[src/sv/lssp_pkg.sv]
// Shared constants, codes and types for the link-state shortest-path router.
// Used by lssp_table, lssp_path and link_state_shortest_path_router.
package lssp_pkg;

   localparam int NODES  = 16;
   localparam int NODE_W = $clog2(NODES);
   localparam int LINK_W = 2 * NODE_W;
   localparam int LINKS  = NODES * NODES;
   localparam int DIST_W = 16;
   localparam int STEP_W = $clog2(NODES + 1);

   localparam logic [DIST_W-1:0] DIST_INF = {DIST_W{1'b1}};

   localparam logic [1:0] KIND_LOCAL = 2'd0;
   localparam logic [1:0] KIND_ADV   = 2'd1;
   localparam logic [1:0] KIND_QUERY = 2'd2;

   localparam logic [2:0] REG_OWN_NODE = 3'd0;

   typedef enum logic [3:0] {
      S_IDLE = 4'b0001,
      S_LOOK = 4'b0010,
      S_PATH = 4'b0100,
      S_FIN  = 4'b1000
   } top_state_type;

   typedef enum logic [7:0] {
      E_IDLE   = 8'b0000_0001,
      E_INIT   = 8'b0000_0010,
      E_SCAN   = 8'b0000_0100,
      E_SETTLE = 8'b0000_1000,
      E_READ   = 8'b0001_0000,
      E_RELAX  = 8'b0010_0000,
      E_WCHK   = 8'b0100_0000,
      E_STEP   = 8'b1000_0000
   } path_state_type;

   typedef struct packed {
      logic              start;
      logic              build;
      logic [NODE_W-1:0] own;
      logic [NODE_W-1:0] target;
   } path_cmd_type;

   typedef struct packed {
      logic              done;
      logic              hop_valid;
      logic [NODE_W-1:0] next_hop;
   } path_stat_type;

endpackage

[src/sv/lssp_path.sv]
// Shortest-path engine: Dijkstra over the link table with one shared
// add/compare unit, then a predecessor walk to find the first hop.
// Depends on lssp_pkg; reads costs through lssp_table's second port.
module lssp_path (
   input  logic                        clock,
   input  logic                        reset,
   input  lssp_pkg::path_cmd_type      cmd,
   output lssp_pkg::path_stat_type     stat,
   output logic [lssp_pkg::LINK_W-1:0] cost_addr,
   input  logic [15:0]                 cost_rd,
   input  logic                        cost_known
);

   lssp_pkg::path_state_type state_ff, state_in;

   logic [lssp_pkg::DIST_W-1:0] dist_ff [lssp_pkg::NODES];
   logic [lssp_pkg::NODE_W-1:0] pred_ff [lssp_pkg::NODES];
   logic [lssp_pkg::NODES-1:0]  settled_ff;

   logic [lssp_pkg::NODE_W-1:0] idx_ff, idx_in;
   logic [lssp_pkg::NODE_W-1:0] u_ff, u_in;
   logic                        found_ff, found_in;
   logic [lssp_pkg::DIST_W-1:0] best_ff, best_in;
   logic [lssp_pkg::DIST_W-1:0] du_ff, du_in;
   logic [lssp_pkg::NODE_W-1:0] own_ff, own_in;
   logic [lssp_pkg::NODE_W-1:0] target_ff, target_in;
   logic [lssp_pkg::NODE_W-1:0] cur_ff, cur_in;
   logic [lssp_pkg::STEP_W-1:0] steps_ff, steps_in;
   logic                        hop_valid_ff, hop_valid_in;
   logic                        done_ff, done_in;

   // Shared unit: saturating add and compare against the held distance.
   logic [lssp_pkg::DIST_W:0]   sum_wide;
   logic [lssp_pkg::DIST_W-1:0] sum_sat;
   logic                        relax_hit;
   logic                        scan_hit;

   assign sum_wide  = {1'b0, du_ff} + {1'b0, cost_rd};
   assign sum_sat   = sum_wide[lssp_pkg::DIST_W] ? lssp_pkg::DIST_INF
                                                 : sum_wide[lssp_pkg::DIST_W-1:0];
   assign relax_hit = !settled_ff[idx_ff] && cost_known && (sum_sat < dist_ff[idx_ff]);
   assign scan_hit  = !settled_ff[idx_ff] && (dist_ff[idx_ff] < best_ff);

   assign cost_addr = {u_ff, idx_ff};

   always_comb begin
      state_in     = state_ff;
      idx_in       = idx_ff;
      u_in         = u_ff;
      found_in     = found_ff;
      best_in      = best_ff;
      du_in        = du_ff;
      own_in       = own_ff;
      target_in    = target_ff;
      cur_in       = cur_ff;
      steps_in     = steps_ff;
      hop_valid_in = hop_valid_ff;
      done_in      = 1'b0;
      case (state_ff)
         lssp_pkg::E_IDLE: begin
            if (cmd.start) begin
               own_in    = cmd.own;
               target_in = cmd.target;
               state_in  = cmd.build ? lssp_pkg::E_INIT : lssp_pkg::E_WCHK;
            end
         end
         lssp_pkg::E_INIT: begin
            idx_in   = '0;
            best_in  = lssp_pkg::DIST_INF;
            found_in = 1'b0;
            state_in = lssp_pkg::E_SCAN;
         end
         lssp_pkg::E_SCAN: begin
            if (scan_hit) begin
               best_in  = dist_ff[idx_ff];
               u_in     = idx_ff;
               found_in = 1'b1;
            end
            idx_in = idx_ff + 1'b1;
            if (idx_ff == lssp_pkg::NODE_W'(lssp_pkg::NODES - 1)) begin
               state_in = lssp_pkg::E_SETTLE;
            end
         end
         lssp_pkg::E_SETTLE: begin
            idx_in = '0;
            du_in  = best_ff;
            state_in = found_ff ? lssp_pkg::E_READ : lssp_pkg::E_WCHK;
         end
         lssp_pkg::E_READ: begin
            state_in = lssp_pkg::E_RELAX;
         end
         lssp_pkg::E_RELAX: begin
            idx_in = idx_ff + 1'b1;
            if (idx_ff == lssp_pkg::NODE_W'(lssp_pkg::NODES - 1)) begin
               best_in  = lssp_pkg::DIST_INF;
               found_in = 1'b0;
               state_in = lssp_pkg::E_SCAN;
            end else begin
               state_in = lssp_pkg::E_READ;
            end
         end
         lssp_pkg::E_WCHK: begin
            cur_in   = target_ff;
            steps_in = '0;
            if (target_ff == own_ff || dist_ff[target_ff] >= lssp_pkg::DIST_INF) begin
               hop_valid_in = 1'b0;
               done_in      = 1'b1;
               state_in     = lssp_pkg::E_IDLE;
            end else begin
               state_in = lssp_pkg::E_STEP;
            end
         end
         lssp_pkg::E_STEP: begin
            if (pred_ff[cur_ff] == own_ff ||
                steps_ff == lssp_pkg::STEP_W'(lssp_pkg::NODES)) begin
               hop_valid_in = 1'b1;
               done_in      = 1'b1;
               state_in     = lssp_pkg::E_IDLE;
            end else begin
               cur_in   = pred_ff[cur_ff];
               steps_in = steps_ff + 1'b1;
            end
         end
         default: begin
            state_in = lssp_pkg::E_IDLE;
         end
      endcase
   end

   always_ff @(posedge clock) begin
      if (reset) begin
         state_ff   <= lssp_pkg::E_IDLE;
         done_ff    <= 1'b0;
         settled_ff <= '0;
      end else begin
         state_ff <= state_in;
         done_ff  <= done_in;
         if (state_ff == lssp_pkg::E_INIT) begin
            settled_ff <= '0;
         end else if (state_ff == lssp_pkg::E_SETTLE && found_ff) begin
            settled_ff[u_ff] <= 1'b1;
         end
      end
   end

   always_ff @(posedge clock) begin
      idx_ff       <= idx_in;
      u_ff         <= u_in;
      found_ff     <= found_in;
      best_ff      <= best_in;
      du_ff        <= du_in;
      own_ff       <= own_in;
      target_ff    <= target_in;
      cur_ff       <= cur_in;
      steps_ff     <= steps_in;
      hop_valid_ff <= hop_valid_in;
      if (state_ff == lssp_pkg::E_INIT) begin
         for (int n = 0; n < lssp_pkg::NODES; n++) begin
            dist_ff[n] <= (lssp_pkg::NODE_W'(n) == own_ff) ? '0 : lssp_pkg::DIST_INF;
            pred_ff[n] <= '0;
         end
      end else if (state_ff == lssp_pkg::E_RELAX && relax_hit) begin
         dist_ff[idx_ff] <= sum_sat;
         pred_ff[idx_ff] <= u_ff;
      end
   end

   assign stat.done      = done_ff;
   assign stat.hop_valid = hop_valid_ff;
   assign stat.next_hop  = hop_valid_ff ? cur_ff : '0;

endmodule

[config.mk]
export PLATFORM = sky130hd
export DESIGN_NAME = lssp_path
export DESIGN_NICKNAME = d
export VERILOG_FILES = /design/src/sv/lssp_pkg.sv /design/src/sv/lssp_path.sv
export SDC_FILE = /design/constraint.sdc
export NUM_CORES = 1
export LEC_CHECK = 0
export BUFFER_PORTS_ARGS = -buffer_cell sky130_fd_sc_hd__buf_2
export CELL_PAD_IN_SITES_DETAIL_PLACEMENT = 1
export CELL_PAD_IN_SITES_GLOBAL_PLACEMENT = 2
export CORE_MARGIN = 3
export CORE_UTILIZATION = 41
export CTS_CLUSTER_SIZE = 14
export DETAILED_ROUTE_END_ITERATION = 16
export GPL_TIMING_DRIVEN = 1
export PLACE_DENSITY = 0.82
export SLEW_MARGIN = 20
export SYNTH_ARGS = -nofsm -noshare
export SYNTH_HDL_FRONTEND = slang
export SYNTH_SLANG_ARGS = --single-unit
[constraint.sdc]
create_clock -name clock -period 5.4 [get_ports clock]
set_clock_uncertainty 0.1 [all_clocks]
set_input_delay 0.54 -clock clock [delete_from_list [all_inputs] [get_ports clock]]
set_output_delay 0.54 -clock clock [all_outputs]
set_load 0.005 [all_outputs]
== After elaboration in Yosys (flattened, before gate mapping) ==
Memory sizes are Yosys's and may differ from the RTL's. A register that Yosys moved wholly into a read port is not among the register bits.
Cells that the tools add are included.
Cells by class
  $add $sub $neg: 3
  magnitude comparators: 6
  equality and inequality tests: 34
  muxes and demuxes: 61
  bitwise logic cells: 1
  reduce and logical (&&, ||, !) cells: 24
Operator list (number)
  2-to-1 mux 16 bit: 20
  case mux 8 bit (8 select lines): 1
  case mux 16 bit (3 select lines): 1
  equality test 4 bit, first input constant: 8
  less-than comparator 16 bit: 2
  2-to-1 mux 4 bit: 8
  2-to-1 mux 8 bit: 4
  adder 16 x 16 -> 17 bit: 1
  equality test 3 x 4 -> 1 bit, first input constant: 4
  greater-or-equal comparator 16 bit, second input constant: 1
  bitwise OR 16 bit: 1
  case mux 4 bit (2 select lines): 2
  OR reduction 16 bit: 1
  2-to-1 mux 1 bit: 15
  2-to-1 mux 7 bit: 2
  != test 2 bit, second input constant: 7
  less-than comparator 4 x 5 -> 1 bit, second input constant: 2
  2-to-1 mux 5 bit: 2
  case mux 5 bit (2 select lines): 1
  AND reduction 3 bit: 3
  equality test 2 x 4 -> 1 bit, first input constant: 2
  equality test 4 bit: 2
  equality test 8 x 1 -> 1 bit, second input constant: 1
  equality test 8 x 2 -> 1 bit, second input constant: 1
  25 further kinds: 37
Storage, ports and cells
  flip-flop bits (word level): 84
  memory bits (writable): 320
  input port bits: 29
  memories kept: 2
Memory list
  dist_ff: words 16, width 16, read ports 2, clocked after Yosys merged registers in 2, wr ports 16, RTL line lssp_path.sv:16  | logic [lssp_pkg::DIST_W-1:0] dist_ff [lssp_pkg::NODES];
  pred_ff: words 16, width 4, read ports 1, clocked after Yosys merged registers in 1, wr ports 16, RTL line lssp_path.sv:17  | logic [lssp_pkg::NODE_W-1:0] pred_ff [lssp_pkg::NODES];

== Depth between registers and ports, before layout ==
  depth after elaboration: 11
  gate-level depth with buffers: 21
  depth with buffers taken out: 17

== Worst setup path after synthesis ==
No wires, ideal clock.
  path type: input to register
  from: input port cost_rd[0]
  to: memory dist_ff[1][0] (netlist bit), enable pin
  library setup time: 0.395 ns
  data arrival time: 5.000 ns
  data required time: 4.905 ns
  slack: -0.095 ns
  stages: 21
  buffers on the path: 4
  cells stage by stage: ha_1 -> fa_1 -> a21o_1 -> a21oi_1 -> or3_1 -> a21o_1 -> nand2_1 -> clkbuf_1 -> nor2_1 -> clkbuf_1 -> inv_1 -> ha_1 -> a21o_1 -> a21o_1 -> a211oi_1 -> nor4_1 -> o31ai_4 -> buf_4 -> buf_2 -> nand2_1 -> nand2_1
RTL lines
  from (decl): RTL line lssp_path.sv:10  | input logic [15:0] cost_rd,
  to (decl): RTL line lssp_path.sv:16

==> run_results.csv <==
group,metric,value,unit
cts,clk_latency,0.60,ns
sta,setup_ws,0.298,ns
placement,pre_cts_slack,-0.133,ns
sta,worst_slew_pin_slew,1.15,ns
sta,relSlewSlack,0.230,
yosys,ys_ff_latch,416,
routing,wl,71.1,mm
pwr,swShare,0.252,
floorplanning,die_area,54700,um2
min_path,hold_end,"own_ff[0]",
yosys,synth_largest_area_cell,"edfxtp_1",
yosys,yosys-top-cells-area,"edfxtp_1 53%, mux4_2 10%, a21oi_1 7.3%, dfxtp_1 3.5%, ha_1 3.1%",
yosys,synthCells,1688,
critical_path,path_buf_inv,3,
sta,min_period_over_period,0.945,
floorplanning,die_y,234,um
routing,via_per_inst,6.35,
yosys,syn_avg_cell_area,12.6,um2
floorplanning,io_pins,43,
global_route,grt.overflow.total,0,
status,status,"completed",
yosys,synth_seq_area_share,0.569,
global_route,grt_usage,0.262,
critical_path,cpLargestDelayFamily,"compound AO/OA/AOI/OAI gates",
cts,cts_root_buf,"clkbuf_16",
yosys,synthFlopType,"edfxtp_1",
critical_path,crit_chain,"ha_1 -> a211oi_1 -> o21ai_0 -> a221o_1 -> a31o_2 -> a221oi_2 -> mux2i_2 -> inv_1 -> ha_1 -> nand4_1 -> nor4_4 -> o31ai_4 -> buf_4 -> a21oi_1 -> buf_4 -> a21oi_1",
routing,dr_total_vias,15700,
routing,antenna_left,0,
placement,dpl.hpwl,52.2,mm
critical_path,cp-start-kind,"flop",
global_route,grt_antenna_before_repair,2,
critical_path,max_stage_delay,0.44,ns
pwr,power_density,308,nW/um2
pwr,p_sw,1.88,mW
yosys,synth_edf_count,379,
floorplanning,die_w,234,um
global_route,grt_pass1_vias,16100,
yosys,yosys_warnings,0,
critical_path,crit_type,"flop to flop",
min_path,min_path_cells,1,
critical_path,worstSetupEndpointType,"flop",
floorplanning,start_util,0.419,
sta,finalSetupTns,0,ns
pwr,comb_power_share,0.091,
cts,clock-sinks,416,
yosys,synth.top_cell.area_share,0.534,
routing,drc,0,
yosys,async_reset_ff_frac,0,
sta,fmax,196,MHz
sta,period_needed,5.10,ns
critical_path,worst-r2r-setup-slack,0.30,ns
finish,final_cell_count_no_fill,2465,
sta,setup_viol,0,
critical_path,critPathMaxFanout,36,
pwr,clockPowerShare,0.418,
flow_run,maxCapViolCount,0,
cts,cts_htree_levels,2,
min_path,min_from,"cmd[4]",
yosys,synthMostInstantiatedCell,"edfxtp_1",
routing,wire_per_inst,28.9,um
pwr,p_leak,7.90,nW
placement,io_buffers,42,
sta,rsz0062_at_grt,"no",
placement,post_dp_cell_area,22700,um2
sta,hold_viol,0,
cts,clk_path_buf_depth,3,
pwr,pwr-share-seq,0.491,
finish,design_area,24200,um2
routing,drt_iter0_markers,1951,
placement,gp_congestion,1.05,
yosys,syn_area,21300,um2
global_route,grt_start_max_net_pins,61,
finish,fill_cells,5200,
sta,maxSlewViolCount,0,
cts,clkTransAtPathRegs,0.06,ns
finish,area_delta_synth_final,13.8,%
floorplanning,rows,82,
min_path,hp-class,"input port to flop",
yosys,syn_nets,1770,
pwr,ir_drop,219,uV
critical_path,worstReg2RegEnd,"dist_ff[3][0]",
finish,final_nets,1837,
global_route,grt_pass1_wl,106,mm
routing,drt-pass1-iter-count,5,
cts,cts_setup_buffers,0,
placement,numPlacedInstances,2377,
cts,numCtsBuffers,47,
floorplanning,coreArea,50800,um2
yosys,synth_cell_types,71,
cts,cts_tree,"yes",
critical_path,startpoint,"du_ff[1]",
pwr,intPower,5.59,mW
critical_path,r2r-start,"du_ff[1]",
sta,fin_hold_ws,0.0359,ns
critical_path,critPathSlowestCell,"nor4_4",
yosys,ys_top_cells_by_count,"379 x edfxtp_1, 309 x a21oi_1, 129 x nand2_1, 98 x mux4_2, 71 x nor4_1",
finish,layout-drive-gt1-share,0.209,
critical_path,worstPathRequired,5.59,ns
critical_path,reg2regPathDepth,16,
critical_path,crit_arrival,5.29,ns
[per-layer routing]
metal  up-vias  wire length [um]  GRT usage
met5         -                 0          0
met1      8014             29000      0.362
met3       151              6310     0.0439
li1       6719                 -          -
met4         0              2850      0.103
met2       768             33000      0.416
[sequential cells by signal, indices dropped and copies added (netlist names), 5 cells and up, named ones only]
| register | cells |
|---|---|
| state_ff | 8 |
| pred_ff | 64 |
| dist_ff | 256 |
| du_ff | 16 |
| best_ff | 16 |
| settled_ff | 16 |
| steps_ff | 5 |
[through the flow]
step           utilization  power (mW)
2_1_floorplan            -        4.09
3_3_place_gp         0.448        4.37
3_5_place_dp         0.448        4.40
4_1_cts              0.477        7.50
5_1_grt              0.477        7.69
6_report             0.477        7.47
[timing repair]
action | 4_1_cts | 5_1_grt
hold endpoints to repair | 1 | 0
resized for setup | 0 | 4
hold buffers | 1 | 0
endpoints found under the setup margin | 0 | 341
[area by class of cell]
type / instances / area, um2 / share of cell area
well taps: 672 / 841 / 0.0347
clock buffers: 53 / 1220 / 0.0503
inverters: 69 / 259 / 0.0107
flip-flops and latches: 416 / 12100 / 0.500
multi-input cells: 1076 / 8390 / 0.346
repair buffers: 145 / 1150 / 0.0474
diodes: 1 / 2.50 / 0.000103
clock inverters: 33 / 255 / 0.0105
[worst reg2reg max path, delay by kind of cell (launching register included)]
family / cells / cell delay, ns
buf+inv: 3 / 0.62
compound gates: 8 / 2.01
fa+ha+maj: 2 / 0.65
flops: 1 / 0.43
simple gates: 2 / 0.69
mux: 1 / 0.30
[placed cells by master (no fill, tap or decap), types with 14 or more instances in the layout]
master / count
mux2_2: 14
ha_1: 52
clkbuf_16: 48
edfxtp_1: 379
nand2_1: 129
nand3_1: 27
nor3_1: 30
dfxtp_1: 34
a21oi_1: 304
buf_4: 89
nor3_4: 14
mux4_2: 98
and3_1: 14
nor4_1: 70
buf_2: 42
a21o_1: 23
nor2_1: 53
inv_1: 68
xnor2_1: 19
nand4_1: 49
[cells by family after synthesis]
| kind of cell | after synthesis | synth area share |
|---|---|---|
| AO/OA/AOI/OAI | 399 | 0.105 |
| XOR/XNOR | 28 | 0.0115 |
| adder cells (fa/ha/maj) | 53 | 0.0315 |
| buffers and inverters | 196 | 0.0412 |
| flip-flops | 416 | 0.569 |
| multiplexers | 127 | 0.118 |
| AND/OR/NAND/NOR | 469 | 0.124 |
[worst max-delay path by stage]
stage | to | slack [ns] | cells after the start
CTS | pred_ff[12][3] | 0.006 | 14
floorplan | dist_ff[0][1] | 0.06 | 21
detailed placement | dist_ff[8][12] | -0.13 | 16
finish | dist_ff[3][0] | 0.30 | 16
global route | dist_ff[5][13] | 0.07 | 21
global placement | dist_ff[8][5] | -0.01 | 16
[power groups by stage]
| stage | clock network (mW) | logic, mW | registers (mW) |
|---|---|---|---|
| after detailed placement | 0 | 0.660 | 3.74 |
| after global routing | 3.29 | 0.726 | 3.67 |
| after CTS | 3.17 | 0.666 | 3.67 |
| final | 3.12 | 0.680 | 3.67 |
| after floorplan | 0 | 0.423 | 3.67 |
| after global placement | 0 | 0.636 | 3.73 |
(Power assumes the default switching activity.)
